--- config.mk ---
export PLATFORM = sky130hd
export DESIGN_NAME = analog_axis_autorange_scaler_flat
export DESIGN_NICKNAME = d
export VERILOG_FILES = /design/src/rtl/core/aas_pkg.sv /design/src/rtl/core/aas_in_if.sv /design/src/rtl/core/aas_out_if.sv /design/src/rtl/core/aas_cfg_if.sv /design/src/rtl/core/aas_datapath.sv /design/src/rtl/core/aas_ctrl.sv /design/src/rtl/core/analog_axis_autorange_scaler.sv /design/src/flat_wrapper.sv
export VERILOG_INCLUDE_DIRS = /design/src /design/src/rtl/core
export SDC_FILE = /design/constraint.sdc
export NUM_CORES = 2
export LEC_CHECK = 0
export BUFFER_PORTS_ARGS = -buffer_cell sky130_fd_sc_hd__buf_2
export CORE_MARGIN = 2
export CORE_UTILIZATION = 40
export CTS_CLUSTER_SIZE = 10
export DETAILED_ROUTE_END_ITERATION = 8
export GPL_TIMING_DRIVEN = 0
export PLACE_DENSITY = 0.64
export REMOVE_ABC_BUFFERS = 1
export SLEW_MARGIN = 5
export SYNTH_ARGS = -nofsm -noshare
export SYNTH_HDL_FRONTEND = slang
export SYNTH_SLANG_ARGS = --single-unit
--- constraint.sdc ---
create_clock -name clk -period 10.2 [get_ports clk]
set_clock_uncertainty 0.15 [all_clocks]
set_input_delay 0.51 -clock clk [delete_from_list [all_inputs] [get_ports clk]]
set_output_delay 0.51 -clock clk [all_outputs]
set_load 0.02 [all_outputs]
--- src/rtl/core/analog_axis_autorange_scaler_assert.svh ---
// Assertion macros shared by the RTL.
`ifndef ANALOG_AXIS_AUTORANGE_SCALER_ASSERT_SVH
`define ANALOG_AXIS_AUTORANGE_SCALER_ASSERT_SVH

// Same-cycle implication.
`define AAS_ASSERT_NOW(label, clk, rst, ante, cons) \
  label: assert property (@(posedge clk) disable iff (rst) (ante) |-> (cons)) \
    else $error("aas assertion failed");

// Next-cycle implication.
`define AAS_ASSERT_NEXT(label, clk, rst, ante, cons) \
  label: assert property (@(posedge clk) disable iff (rst) (ante) |=> (cons)) \
    else $error("aas assertion failed");

`endif

--- src/rtl/core/aas_pkg.sv ---
`timescale 1ns / 1ps
package aas_pkg;

  localparam logic [2:0] ACT_SAMPLE  = 3'd0;
  localparam logic [2:0] ACT_SETMIN  = 3'd1;
  localparam logic [2:0] ACT_SETMAX  = 3'd2;
  localparam logic [2:0] ACT_READ    = 3'd3;
  localparam logic [2:0] ACT_CLEAR   = 3'd4;
  localparam logic [2:0] ACT_RESTART = 3'd5;

  localparam logic [2:0] REG_MODE = 3'd0;
  localparam logic [2:0] REG_B0   = 3'd1;
  localparam logic [2:0] REG_B1   = 3'd2;
  localparam logic [2:0] REG_B2   = 3'd3;
  localparam logic [2:0] REG_A1   = 3'd4;
  localparam logic [2:0] REG_A2   = 3'd5;
  localparam logic [2:0] REG_GAIN = 3'd6;

  localparam logic signed [16:0] MIN_RESET = 17'sd65535;
  localparam logic signed [16:0] MAX_RESET = -17'sd65536;
  localparam logic signed [15:0] LIM_BAD   = -16'sd32768;
  localparam logic signed [16:0] CLIP_HI   = 17'sd32767;
  localparam logic signed [16:0] CLIP_LO   = -17'sd32767;
  localparam int DIV_BITS = 37;

  typedef enum logic [4:0] {
    S_IDLE, S_READ, S_LOAD, S_MB0, S_ACC, S_Y, S_MB1, S_MA1, S_MB2, S_MA2,
    S_FWR, S_RAW, S_RANGE, S_SCHK, S_MGAIN, S_NUM, S_DIV, S_FIN,
    S_SETLIM, S_CLR, S_RST, S_OUT
  } state_t;

  typedef enum logic [4:0] {
    OP_NONE, OP_READ, OP_LOAD, OP_MB0, OP_ACC, OP_Y, OP_MB1, OP_MA1, OP_MB2,
    OP_MA2, OP_FWR, OP_RAW, OP_RANGE, OP_SCHK, OP_MGAIN, OP_NUM, OP_DIV,
    OP_FIN, OP_SETLIM, OP_CLR, OP_RST, OP_OUT
  } dp_op_t;

  typedef struct packed {
    logic   take;
    dp_op_t op;
  } dp_cmd_t;

  typedef struct packed {
    logic [2:0] act;
    logic       ok_axis;
    logic       filt;
    logic       scale_ok;
    logic       div_done;
    logic       out_free;
  } dp_stat_t;

endpackage

--- src/rtl/core/aas_in_if.sv ---
`timescale 1ns / 1ps
interface aas_in_if;
  logic               valid;
  logic               ready;
  logic [2:0]         action;
  logic [5:0]         axis;
  logic signed [16:0] sample;
  logic signed [15:0] limit_value;
  modport source (output valid, action, axis, sample, limit_value, input ready);
  modport sink (input valid, action, axis, sample, limit_value, output ready);
endinterface

--- src/rtl/core/aas_out_if.sv ---
`timescale 1ns / 1ps
interface aas_out_if;
  logic               valid;
  logic               ready;
  logic [5:0]         axis_out;
  logic signed [15:0] value;
  logic signed [16:0] limit_min;
  logic signed [16:0] limit_max;
  logic               status;
  modport source (output valid, axis_out, value, limit_min, limit_max, status,
                  input ready);
  modport sink (input valid, axis_out, value, limit_min, limit_max, status,
                output ready);
endinterface

--- src/rtl/core/aas_cfg_if.sv ---
`timescale 1ns / 1ps
interface aas_cfg_if;
  logic        valid;
  logic        ready;
  logic [2:0]  index;
  logic [31:0] data;
  modport source (output valid, index, data, input ready);
  modport sink (input valid, index, data, output ready);
endinterface

--- src/rtl/core/aas_datapath.sv ---
`timescale 1ns / 1ps
module aas_datapath #(
  parameter int AXES           = 8,
  parameter int SETTLE_SAMPLES = 50
) (
  input  logic               clk,
  input  logic               rst,
  input  aas_pkg::dp_cmd_t   cmd,
  output aas_pkg::dp_stat_t  stat,
  input  logic [2:0]         action,
  input  logic [5:0]         axis,
  input  logic signed [16:0] sample,
  input  logic signed [15:0] limit_value,
  input  logic               cfg_valid,
  input  logic [2:0]         cfg_index,
  input  logic [31:0]        cfg_data,
  output logic               out_valid,
  input  logic               out_ready,
  output logic [5:0]         axis_out,
  output logic signed [15:0] value,
  output logic signed [16:0] limit_min,
  output logic signed [16:0] limit_max,
  output logic               status
);

  localparam int IW = (AXES > 1) ? $clog2(AXES) : 1;
  localparam int DB = aas_pkg::DIV_BITS;

  // configuration
  logic [2:0]         mode;
  logic signed [31:0] b0, b1, b2, a1, a2;
  logic [15:0]        gain;

  // item context
  logic [2:0]         act;
  logic [5:0]         ax;
  logic [IW-1:0]      idx;
  logic               ok;
  logic signed [16:0] x;
  logic signed [15:0] lim;

  // working registers
  logic signed [47:0] d1, d2;
  logic signed [16:0] mn, mx, v;
  logic signed [49:0] prod;
  logic signed [50:0] acc, t;
  logic signed [17:0] vm;
  logic [15:0]        rng;
  logic               scale_ok;
  logic               neg;
  logic [DB-1:0]      dvd;
  logic [15:0]        rem;
  logic [5:0]         cnt;
  logic [7:0]         settle;

  // per-axis stores
  logic [95:0]     fmem [AXES];
  logic [33:0]     lmem [AXES];
  logic [AXES-1:0] fvalid, lvalid;
  logic [95:0]     frd;
  logic [33:0]     lrd;
  logic            fv_rd, lv_rd;

  logic ok_in;
  assign ok_in = {1'b0, axis} < 7'(AXES);

  // shared multiplier
  logic signed [17:0] mul_a;
  logic signed [31:0] mul_b;
  logic signed [49:0] mul_p;
  always_comb begin
    case (cmd.op)
      aas_pkg::OP_MB1:   begin mul_a = 18'(x); mul_b = b1; end
      aas_pkg::OP_MA1:   begin mul_a = 18'(v); mul_b = a1; end
      aas_pkg::OP_MB2:   begin mul_a = 18'(x); mul_b = b2; end
      aas_pkg::OP_MA2:   begin mul_a = 18'(v); mul_b = a2; end
      aas_pkg::OP_MGAIN: begin mul_a = vm; mul_b = $signed({16'd0, gain}); end
      default:           begin mul_a = 18'(x); mul_b = b0; end
    endcase
  end
  assign mul_p = mul_a * mul_b;

  // filter output: truncate toward zero, then saturate
  logic [50:0]        acc_mag;
  logic [22:0]        acc_q;
  logic signed [16:0] y_c;
  always_comb begin
    acc_mag = acc[50] ? 51'(-acc) : 51'(acc);
    acc_q   = acc_mag[50:28];
    if (!acc[50]) begin
      y_c = (acc_q > 23'd65535) ? 17'sd65535 : $signed(acc_q[16:0]);
    end else begin
      y_c = (acc_q > 23'd65536) ? -17'sd65536 : $signed(~acc_q[16:0] + 17'd1);
    end
  end

  logic [47:0] d2_c;
  assign d2_c = t[47:0] - prod[47:0];

  // autorange
  logic               upd;
  logic signed [16:0] nmn, nmx;
  assign upd = mode[0] && ((settle > 8'(SETTLE_SAMPLES)) || !mode[1]);
  assign nmx = (v > mx) ? v : mx;
  assign nmn = (v < mn) ? v : mn;

  logic signed [17:0] r_c;
  assign r_c = 18'(mx) - 18'(mn);

  logic signed [50:0] num_c, num_mag;
  assign num_c   = (51'(prod) <<< 16) - 51'(prod);
  assign num_mag = num_c[50] ? -num_c : num_c;

  logic [16:0] trial;
  logic        ge;
  assign trial = {rem, dvd[DB-1]};
  assign ge    = trial >= {1'b0, rng};

  logic signed [38:0] qs, sv;
  assign qs = neg ? -$signed({2'b00, dvd}) : $signed({2'b00, dvd});
  assign sv = qs - 39'sd32767;

  logic               lim_ok;
  logic signed [16:0] lim17;
  assign lim_ok = ok && (lim != aas_pkg::LIM_BAD);
  assign lim17  = 17'(lim);

  logic               out_free, out_load;
  logic signed [16:0] vclip;
  logic               st;
  assign out_free = !out_valid || out_ready;
  assign out_load = (cmd.op == aas_pkg::OP_OUT) && out_free;
  assign vclip = (v > aas_pkg::CLIP_HI) ? aas_pkg::CLIP_HI :
                 (v < aas_pkg::CLIP_LO) ? aas_pkg::CLIP_LO : v;
  assign st = (act > aas_pkg::ACT_RESTART) ||
              (!ok && (act <= aas_pkg::ACT_READ)) ||
              (((act == aas_pkg::ACT_SETMIN) || (act == aas_pkg::ACT_SETMAX)) &&
               (lim == aas_pkg::LIM_BAD));

  // control state
  always_ff @(posedge clk) begin
    if (rst) begin
      mode      <= 3'd0;
      b0        <= 32'sd268435456;
      b1        <= '0;
      b2        <= '0;
      a1        <= '0;
      a2        <= '0;
      gain      <= 16'd16384;
      fvalid    <= '0;
      lvalid    <= '0;
      settle    <= '0;
      out_valid <= 1'b0;
    end else begin
      if (cfg_valid) begin
        case (cfg_index)
          aas_pkg::REG_MODE: mode <= cfg_data[2:0];
          aas_pkg::REG_B0:   b0 <= $signed(cfg_data);
          aas_pkg::REG_B1:   b1 <= $signed(cfg_data);
          aas_pkg::REG_B2:   b2 <= $signed(cfg_data);
          aas_pkg::REG_A1:   a1 <= $signed(cfg_data);
          aas_pkg::REG_A2:   a2 <= $signed(cfg_data);
          aas_pkg::REG_GAIN: gain <= cfg_data[15:0];
          default: ;
        endcase
      end
      case (cmd.op)
        aas_pkg::OP_FWR: begin
          fvalid[idx] <= 1'b1;
          if (settle <= 8'(SETTLE_SAMPLES)) settle <= settle + 8'd1;
        end
        aas_pkg::OP_RANGE:  if (upd) lvalid[idx] <= 1'b1;
        aas_pkg::OP_SETLIM: if (lim_ok) lvalid[idx] <= 1'b1;
        aas_pkg::OP_CLR:    lvalid <= '0;
        aas_pkg::OP_RST: begin
          fvalid <= '0;
          settle <= '0;
        end
        default: ;
      endcase
      if (out_load) out_valid <= 1'b1;
      else if (out_ready) out_valid <= 1'b0;
    end
  end

  // stores
  always_ff @(posedge clk) begin
    if (cmd.op == aas_pkg::OP_READ) begin
      frd   <= fmem[idx];
      lrd   <= lmem[idx];
      fv_rd <= fvalid[idx];
      lv_rd <= lvalid[idx];
    end
    if (cmd.op == aas_pkg::OP_FWR) fmem[idx] <= {d1, d2_c};
    if ((cmd.op == aas_pkg::OP_RANGE) && upd) lmem[idx] <= {nmn, nmx};
    if ((cmd.op == aas_pkg::OP_SETLIM) && lim_ok) begin
      if (act == aas_pkg::ACT_SETMIN) lmem[idx] <= {lim17, mx};
      else lmem[idx] <= {mn, lim17};
    end
  end

  // datapath payload
  always_ff @(posedge clk) begin
    if (cmd.take) begin
      act <= action;
      ax  <= axis;
      ok  <= ok_in;
      idx <= ok_in ? axis[IW-1:0] : '0;
      x   <= sample;
      lim <= limit_value;
    end
    case (cmd.op)
      aas_pkg::OP_LOAD: begin
        d1 <= fv_rd ? $signed(frd[95:48]) : '0;
        d2 <= fv_rd ? $signed(frd[47:0]) : '0;
        mn <= lv_rd ? $signed(lrd[33:17]) : aas_pkg::MIN_RESET;
        mx <= lv_rd ? $signed(lrd[16:0]) : aas_pkg::MAX_RESET;
      end
      aas_pkg::OP_MB0: prod <= mul_p;
      aas_pkg::OP_ACC: acc <= 51'(prod) + 51'(d1);
      aas_pkg::OP_Y:   v <= y_c;
      aas_pkg::OP_MB1: prod <= mul_p;
      aas_pkg::OP_MA1: begin
        t    <= 51'(prod) + 51'(d2);
        prod <= mul_p;
      end
      aas_pkg::OP_MB2: begin
        d1   <= $signed(t[47:0] - prod[47:0]);
        prod <= mul_p;
      end
      aas_pkg::OP_MA2: begin
        t    <= 51'(prod);
        prod <= mul_p;
      end
      aas_pkg::OP_RAW: v <= x;
      aas_pkg::OP_RANGE: begin
        if (upd) begin
          mn <= nmn;
          mx <= nmx;
        end
      end
      aas_pkg::OP_SCHK: begin
        scale_ok <= (r_c > 18'sd1) && (r_c <= 18'sd65535) && !mode[2];
        rng      <= r_c[15:0];
        vm       <= 18'(v) - 18'(mn);
      end
      aas_pkg::OP_MGAIN: prod <= mul_p;
      aas_pkg::OP_NUM: begin
        neg <= num_c[50];
        dvd <= num_mag[50:14];
        rem <= '0;
        cnt <= '0;
      end
      aas_pkg::OP_DIV: begin
        rem <= ge ? 16'(trial - {1'b0, rng}) : trial[15:0];
        dvd <= {dvd[DB-2:0], ge};
        cnt <= cnt + 6'd1;
      end
      aas_pkg::OP_FIN: begin
        if (sv > 39'sd32767) v <= aas_pkg::CLIP_HI;
        else if (sv < -39'sd32767) v <= aas_pkg::CLIP_LO;
        else v <= 17'(sv);
      end
      aas_pkg::OP_SETLIM: begin
        if (lim_ok) begin
          if (act == aas_pkg::ACT_SETMIN) mn <= lim17;
          else mx <= lim17;
        end
      end
      aas_pkg::OP_CLR: begin
        mn <= aas_pkg::MIN_RESET;
        mx <= aas_pkg::MAX_RESET;
      end
      default: ;
    endcase
    if (out_load) begin
      axis_out  <= ax;
      value     <= ((act == aas_pkg::ACT_SAMPLE) && ok) ? 16'(vclip) : '0;
      limit_min <= ok ? mn : '0;
      limit_max <= ok ? mx : '0;
      status    <= st;
    end
  end

  always_comb begin
    stat.act      = act;
    stat.ok_axis  = ok;
    stat.filt     = mode[1];
    stat.scale_ok = scale_ok;
    stat.div_done = cnt == 6'(DB - 1);
    stat.out_free = out_free;
  end

endmodule

--- src/rtl/core/aas_ctrl.sv ---
`timescale 1ns / 1ps
`include "analog_axis_autorange_scaler_assert.svh"
module aas_ctrl (
  input  logic              clk,
  input  logic              rst,
  input  logic              in_valid,
  output logic              in_ready,
  input  aas_pkg::dp_stat_t stat,
  output aas_pkg::dp_cmd_t  cmd
);

  aas_pkg::state_t state, state_next;

  always_ff @(posedge clk) begin
    if (rst) state <= aas_pkg::S_IDLE;
    else state <= state_next;
  end

  always_comb begin
    state_next = state;
    cmd.take   = 1'b0;
    cmd.op     = aas_pkg::OP_NONE;
    in_ready   = 1'b0;
    case (state)
      aas_pkg::S_IDLE: begin
        in_ready = 1'b1;
        cmd.take = in_valid;
        if (in_valid) state_next = aas_pkg::S_READ;
      end
      aas_pkg::S_READ: begin
        cmd.op = aas_pkg::OP_READ;
        state_next = aas_pkg::S_LOAD;
      end
      aas_pkg::S_LOAD: begin
        cmd.op = aas_pkg::OP_LOAD;
        case (stat.act)
          aas_pkg::ACT_SAMPLE: begin
            if (!stat.ok_axis) state_next = aas_pkg::S_OUT;
            else if (stat.filt) state_next = aas_pkg::S_MB0;
            else state_next = aas_pkg::S_RAW;
          end
          aas_pkg::ACT_SETMIN,
          aas_pkg::ACT_SETMAX:  state_next = aas_pkg::S_SETLIM;
          aas_pkg::ACT_CLEAR:   state_next = aas_pkg::S_CLR;
          aas_pkg::ACT_RESTART: state_next = aas_pkg::S_RST;
          default:              state_next = aas_pkg::S_OUT;
        endcase
      end
      aas_pkg::S_MB0: begin cmd.op = aas_pkg::OP_MB0; state_next = aas_pkg::S_ACC; end
      aas_pkg::S_ACC: begin cmd.op = aas_pkg::OP_ACC; state_next = aas_pkg::S_Y; end
      aas_pkg::S_Y:   begin cmd.op = aas_pkg::OP_Y;   state_next = aas_pkg::S_MB1; end
      aas_pkg::S_MB1: begin cmd.op = aas_pkg::OP_MB1; state_next = aas_pkg::S_MA1; end
      aas_pkg::S_MA1: begin cmd.op = aas_pkg::OP_MA1; state_next = aas_pkg::S_MB2; end
      aas_pkg::S_MB2: begin cmd.op = aas_pkg::OP_MB2; state_next = aas_pkg::S_MA2; end
      aas_pkg::S_MA2: begin cmd.op = aas_pkg::OP_MA2; state_next = aas_pkg::S_FWR; end
      aas_pkg::S_FWR: begin cmd.op = aas_pkg::OP_FWR; state_next = aas_pkg::S_RANGE; end
      aas_pkg::S_RAW: begin cmd.op = aas_pkg::OP_RAW; state_next = aas_pkg::S_RANGE; end
      aas_pkg::S_RANGE: begin
        cmd.op = aas_pkg::OP_RANGE;
        state_next = aas_pkg::S_SCHK;
      end
      aas_pkg::S_SCHK: begin
        cmd.op = aas_pkg::OP_SCHK;
        state_next = aas_pkg::S_MGAIN;
      end
      aas_pkg::S_MGAIN: begin
        // skip the division when the range is unusable
        if (stat.scale_ok) begin
          cmd.op = aas_pkg::OP_MGAIN;
          state_next = aas_pkg::S_NUM;
        end else begin
          state_next = aas_pkg::S_OUT;
        end
      end
      aas_pkg::S_NUM: begin
        cmd.op = aas_pkg::OP_NUM;
        state_next = aas_pkg::S_DIV;
      end
      aas_pkg::S_DIV: begin
        cmd.op = aas_pkg::OP_DIV;
        if (stat.div_done) state_next = aas_pkg::S_FIN;
      end
      aas_pkg::S_FIN: begin
        cmd.op = aas_pkg::OP_FIN;
        state_next = aas_pkg::S_OUT;
      end
      aas_pkg::S_SETLIM: begin
        cmd.op = aas_pkg::OP_SETLIM;
        state_next = aas_pkg::S_OUT;
      end
      aas_pkg::S_CLR: begin cmd.op = aas_pkg::OP_CLR; state_next = aas_pkg::S_OUT; end
      aas_pkg::S_RST: begin cmd.op = aas_pkg::OP_RST; state_next = aas_pkg::S_OUT; end
      aas_pkg::S_OUT: begin
        cmd.op = aas_pkg::OP_OUT;
        if (stat.out_free) state_next = aas_pkg::S_IDLE;
      end
      default: state_next = aas_pkg::S_IDLE;
    endcase
  end

  `AAS_ASSERT_NEXT(a_accept_reads, clk, rst, in_valid && in_ready, state == aas_pkg::S_READ)
  `AAS_ASSERT_NEXT(a_div_exit, clk, rst, (state == aas_pkg::S_DIV) && stat.div_done, state == aas_pkg::S_FIN)
  `AAS_ASSERT_NEXT(a_out_done, clk, rst, (state == aas_pkg::S_OUT) && stat.out_free, state == aas_pkg::S_IDLE)
  `AAS_ASSERT_NOW(a_take_idle, clk, rst, cmd.take, (state == aas_pkg::S_IDLE) && in_valid)

endmodule

--- src/rtl/core/analog_axis_autorange_scaler.sv ---
// Analog axis autorange scaler. Each input item names an action and an axis;
// every item yields exactly one result item. Items are handled one at a time.
// Read limits, an unknown action or a sample on a bad axis go straight from
// loading to the result; set, clear and restart pass one step first; a sample
// is filtered or taken raw, then goes through the autorange step, and a scaled
// sample also passes through the bit-serial range divider. The input is ready
// again in the cycle in which the loaded result goes valid, and a result held
// by the receiver stalls the sequencer until it is taken. The biquad shares one 18x32 multiplier over five
// products. Per-axis filter state and limits live in small memories with
// per-entry valid bits, so reset, "clear limits" and "restart filters" take
// effect at once with no clearing pass.
// Configuration writes are always accepted and must only occur while idle.
`timescale 1ns / 1ps
module analog_axis_autorange_scaler #(
  parameter int AXES           = 8,
  parameter int SETTLE_SAMPLES = 50
) (
  input logic       clk,
  input logic       rst,
  aas_in_if.sink    samples,
  aas_out_if.source results,
  aas_cfg_if.sink   cfg
);

  aas_pkg::dp_cmd_t  cmd;
  aas_pkg::dp_stat_t stat;

  // register writes never stall
  assign cfg.ready = 1'b1;

  // sequencer: walks the item through filter, autorange, scaling, limit and restart steps
  aas_ctrl u_ctrl (
    .clk      (clk),
    .rst      (rst),
    .in_valid (samples.valid),
    .in_ready (samples.ready),
    .stat     (stat),
    .cmd      (cmd)
  );

  // datapath: config registers, per-axis stores, multiplier, divider, output register
  aas_datapath #(
    .AXES           (AXES),
    .SETTLE_SAMPLES (SETTLE_SAMPLES)
  ) u_dp (
    .clk         (clk),
    .rst         (rst),
    .cmd         (cmd),
    .stat        (stat),
    .action      (samples.action),
    .axis        (samples.axis),
    .sample      (samples.sample),
    .limit_value (samples.limit_value),
    .cfg_valid   (cfg.valid),
    .cfg_index   (cfg.index),
    .cfg_data    (cfg.data),
    .out_valid   (results.valid),
    .out_ready   (results.ready),
    .axis_out    (results.axis_out),
    .value       (results.value),
    .limit_min   (results.limit_min),
    .limit_max   (results.limit_max),
    .status      (results.status)
  );

endmodule
--- src/flat_wrapper.sv ---
// flat-port wrapper written by rule: the top's interface ports become plain ports
module analog_axis_autorange_scaler_flat 
#(
  parameter int AXES           = 8,
  parameter int SETTLE_SAMPLES = 50
)
  (clk, rst, samples_valid, samples_action, samples_axis, samples_sample, samples_limit_value, samples_ready, results_valid, results_axis_out, results_value, results_limit_min, results_limit_max, results_status, results_ready, cfg_valid, cfg_index, cfg_data, cfg_ready);
  aas_in_if samples_i ();
  aas_out_if results_i ();
  aas_cfg_if cfg_i ();
  input logic clk;
  input logic rst;
  input wire logic [$bits(samples_i.valid)-1:0] samples_valid;
  input wire logic [$bits(samples_i.action)-1:0] samples_action;
  input wire logic [$bits(samples_i.axis)-1:0] samples_axis;
  input wire logic [$bits(samples_i.sample)-1:0] samples_sample;
  input wire logic [$bits(samples_i.limit_value)-1:0] samples_limit_value;
  output wire logic [$bits(samples_i.ready)-1:0] samples_ready;
  output wire logic [$bits(results_i.valid)-1:0] results_valid;
  output wire logic [$bits(results_i.axis_out)-1:0] results_axis_out;
  output wire logic [$bits(results_i.value)-1:0] results_value;
  output wire logic [$bits(results_i.limit_min)-1:0] results_limit_min;
  output wire logic [$bits(results_i.limit_max)-1:0] results_limit_max;
  output wire logic [$bits(results_i.status)-1:0] results_status;
  input wire logic [$bits(results_i.ready)-1:0] results_ready;
  input wire logic [$bits(cfg_i.valid)-1:0] cfg_valid;
  input wire logic [$bits(cfg_i.index)-1:0] cfg_index;
  input wire logic [$bits(cfg_i.data)-1:0] cfg_data;
  output wire logic [$bits(cfg_i.ready)-1:0] cfg_ready;
  assign samples_i.valid = samples_valid;
  assign samples_i.action = samples_action;
  assign samples_i.axis = samples_axis;
  assign samples_i.sample = samples_sample;
  assign samples_i.limit_value = samples_limit_value;
  assign samples_ready = samples_i.ready;
  assign results_valid = results_i.valid;
  assign results_axis_out = results_i.axis_out;
  assign results_value = results_i.value;
  assign results_limit_min = results_i.limit_min;
  assign results_limit_max = results_i.limit_max;
  assign results_status = results_i.status;
  assign results_i.ready = results_ready;
  assign cfg_i.valid = cfg_valid;
  assign cfg_i.index = cfg_index;
  assign cfg_i.data = cfg_data;
  assign cfg_ready = cfg_i.ready;
  analog_axis_autorange_scaler #(.AXES(AXES), .SETTLE_SAMPLES(SETTLE_SAMPLES)) u_core (.clk(clk), .rst(rst), .samples(samples_i), .results(results_i), .cfg(cfg_i));
endmodule
==> results.json <==
{
  "post_dp_cell_area_um2": 113200,
  "path_common_cell": "fa_1",
  "tightest_slew_ns": 1.340,
  "path_clk_slew_ns": 0.06,
  "rows": 188,
  "synth_ff_type": "edfxtp_1",
  "dp_hpwl_um": 220000,
  "period_share_pct": 97.56,
  "end_kind": "flop",
  "synth_area_um2": 105700,
  "gp_congestion": 0.9133,
  "fp.coreArea_um2": 262500,
  "drc": 0,
  "drive_gt1_share_pct": 9.383,
  "critPathRequiredTime_ns": 10.68,
  "die_h_um": 518.1,
  "async_flop_share_pct": 0,
  "firstDrtPassIters": 7,
  "synth-edff-count": 1666,
  "synth_cell_type_count": 105,
  "fin_area_um2": 121300,
  "place_ws_ns": -1.633,
  "drt-initial-drc-count": 8552,
  "n_fill_cell": 23380,
  "vias_per_cell": 5.857,
  "layout_commonest_cell": "edfxtp_1",
  "die_w_um": 518.1,
  "max_cap_violations": 0,
  "grt_pass1_wl_um": 473700,
  "vias": 77410,
  "post-route-min-period_ns": 9.951,
  "grt-ovfl-total": 0,
  "worst_slack_ns": 0.2487,
  "cts_buffer_depth": 3,
  "cts_buffers": 213,
  "num-nets-final": 10630,
  "timing.hold.ws_ns": 0.1028,
  "die_area_um2": 268400,
  "routedWlPerCell_um": 23.82,
  "grt_pass1_vias": 76650,
  "clock-root-buffer": "clkbuf_16",
  "setup_viol": 0,
  "max-vdd-ir-drop_mv": 0.4285,
  "antenna_found_initial": 8,
  "rrSetupSlack_ns": 0.25,
  "wirelength_um": 314800,
  "rsz0062_at_grt": "no",
  "synth_area_leaders": "edfxtp_1, fa_1, ha_1",
  "status": "finished, final reports clean",
  "synth-seq-cells": 1875,
  "io_pins": 142,
  "cp.arrival_ns": 10.43,
  "crit_path_end": "u_core.u_dp.prod[48]$_DFFE_PP_",
  "insertion_delay_ns": 0.89,
  "slowest_delay_ns": 0.56,
  "maxSlewHeadroom_pct": 10.70,
  "syn_avg_cell_area_um2": 11.28,
  "cellLeakagePower_nw": 44.76,
  "start_util_pct": 40.27,
  "syn_to_final_growth_pct": 14.76,
  "fmax_mhz": 100.5,
  "cts_tree": "yes",
  "p_per_area_nw_per_um2": 299.9,
  "ys_seq_area_share_pct": 51.28,
  "reg2reg_depth": 31,
  "synth_top_area_cell": "edfxtp_1",
  "cp_max_fo": 26,
  "r2r_end": "u_core.u_dp.prod[48]$_DFFE_PP_",
  "cts_sinks": 1875,
  "r2r-start": "u_core.u_ctrl.state[3]$_SDFFE_PP0P_",
  "synth_top_area_share_pct": 47.32,
  "port_buffers": 140,
  "ant_nets": 0,
  "htreeDepth": 4,
  "groute.usage.overall_pct": 22.83,
  "grt_max_degree": 121,
  "cp-start-kind": "flop",
  "crit_start": "u_core.u_ctrl.state[3]$_SDFFE_PP0P_",
  "hp-class": "primary input to flop",
  "critical_path_class": "flop to flop",
  "hold_viol": 0,
  "final_cell_mix": "edfxtp_1, nand2_1, inv_1, nor2_1, a22oi_1",
  "timing_max_transition_violations_final": 0,
  "ys.warnings.count": 0,
  "crit_slowest_cell": "fa_1",
  "syn_inst": 9371
}
==> cell type report <==
class	count	area (um2)	share of cell area (%)
Multi-Input combinational cell	6190	47730	39.34
Sequential cell	1875	54230	44.70
Clock inverter	27	447.9	0.3692
Tap cell	3515	4398	3.625
Inverter	848	3193	2.632
Antenna cell	3	7.507	0.006188
Timing Repair Buffer	487	5707	4.704
Clock buffer	271	5609	4.623
==> state kept, by name, indices dropped and copies added (netlist names), 18 cells and up <==
register and cells:
u_core.u_dp.a1 32, u_core.u_dp.b2 32, u_core.u_dp.vm 18, u_core.u_dp.d1 48
u_core.u_dp.dvd 37, u_core.u_dp.a2 32, u_core.u_dp.t 48, u_core.u_dp.b0 32
u_core.u_dp.lmem 272, u_core.u_dp.b1 32, u_core.u_dp.lrd 34, u_core.u_dp.acc 51
u_core.u_dp.prod 50, u_core.u_dp.frd 96, u_core.u_dp.d2 48, u_core.u_dp.fmem 768
==> Yosys cell counts, types with 98 or more instances <==
library cell / count
edfxtp_1: 1666
nand2_1: 1053
inv_1: 845
nor2_1: 681
a22oi_1: 599
fa_1: 559
a21oi_1: 537
clkbuf_1: 427
ha_1: 378
o21ai_0: 259
xnor2_1: 227
dfxtp_1: 209
nand4_1: 177
a21o_1: 147
nand3_1: 135
xor2_1: 123
and2_1: 116
nor3_1: 98
==> critical path: cells and delay by family, from the launching register on <==
kind                       cells  cell delay, ns
buffers and inverters          5            0.82
adders and majority gates      7            3.21
AOI/OAI and AO/OA             12            3.10
DFF                            1            0.44
and+or+nand+nor                6            1.53
xor gates and xnor gates       1            0.37
==> worst min-delay path by stage <==
| stage | start | end | depth (start not counted) |
|---|---|---|---|
| final | results_ready | u_core.u_dp.out_valid$_SDFFE_PP0P_ | 3 |
| after global routing | cfg_index[0] | u_core.u_dp.a1[14]$_SDFFE_PP0P_ | 5 |
| after CTS | cfg_index[0] | u_core.u_dp.a1[23]$_SDFFE_PP0P_ | 5 |
| after detailed placement | u_core.u_dp.ax[5]$_DFFE_PP_ | u_core.u_dp.axis_out[5]$_DFFE_PP_ | 0 |
| after global placement | u_core.u_dp.ax[5]$_DFFE_PP_ | u_core.u_dp.axis_out[5]$_DFFE_PP_ | 0 |
| after floorplan | u_core.u_dp.ax[0]$_DFFE_PP_ | u_core.u_dp.axis_out[0]$_DFFE_PP_ | 0 |
==> logic make-up (layout without fill, tap and decap cells) <==
kind of cell,count (synthesis),count (layout),synth area share (%)
and+or+nand+nor,2708,2711,11.93
AOI/OAI and AO/OA,2141,2141,13.65
DFF,1875,1875,51.28
buffers and inverters,1309,1633,4.691
adders and majority gates,938,938,15.07
xor gates and xnor gates,351,351,2.915
muxes,48,48,0.4627
other,1,4,0.003547
==> stage by stage <==
stage	util (%)	instances	setup TNS [ns]	total power, W
finish	46.22	13220	0	0.03638
global route	46.21	13210	0	0.03868
CTS	45.97	13180	0	0.03619
detailed placement	43.14	12770	-12.87	0.02904
global placement	41.54	12570	-3414.52	0.02850
floorplan	-	8910	-172.42	0.02344
==> routing by layer <==
layer / part of all wire [%] / up-vias / routed length, um / track usage (%)
met1: 41 / 38740 / 128000 / 30.58
met5: 0.011 / - / 34 / 0
met3: 8.4 / 704 / 26320 / 3.556
met4: 4.4 / 4 / 13930 / 9.745
met2: 47 / 3772 / 146400 / 36.84
li1: - / 34190 / - / -
==> power breakdown <==
| part | switching (W) | internal [W] | total (W) | leakage [nW] |
|---|---|---|---|---|
| clock | 0.00302 | 0.00387 | 0.00689 | 2.91 |
| sequential | 0.000992 | 0.0107 | 0.0117 | 16.8 |
| combinational | 0.0110 | 0.00682 | 0.0178 | 25.1 |
==> repair_timing <==
action                     CTS  global route
setup buffers               37            25
gates resized for setup     65            63
hold buffers                78             0
hold endpoints to repair   233             0
pin swaps                   16            23
setup endpoints to repair   19             8
gates cloned                 3             3
Note: power is estimated with default switching activity, not from simulation.
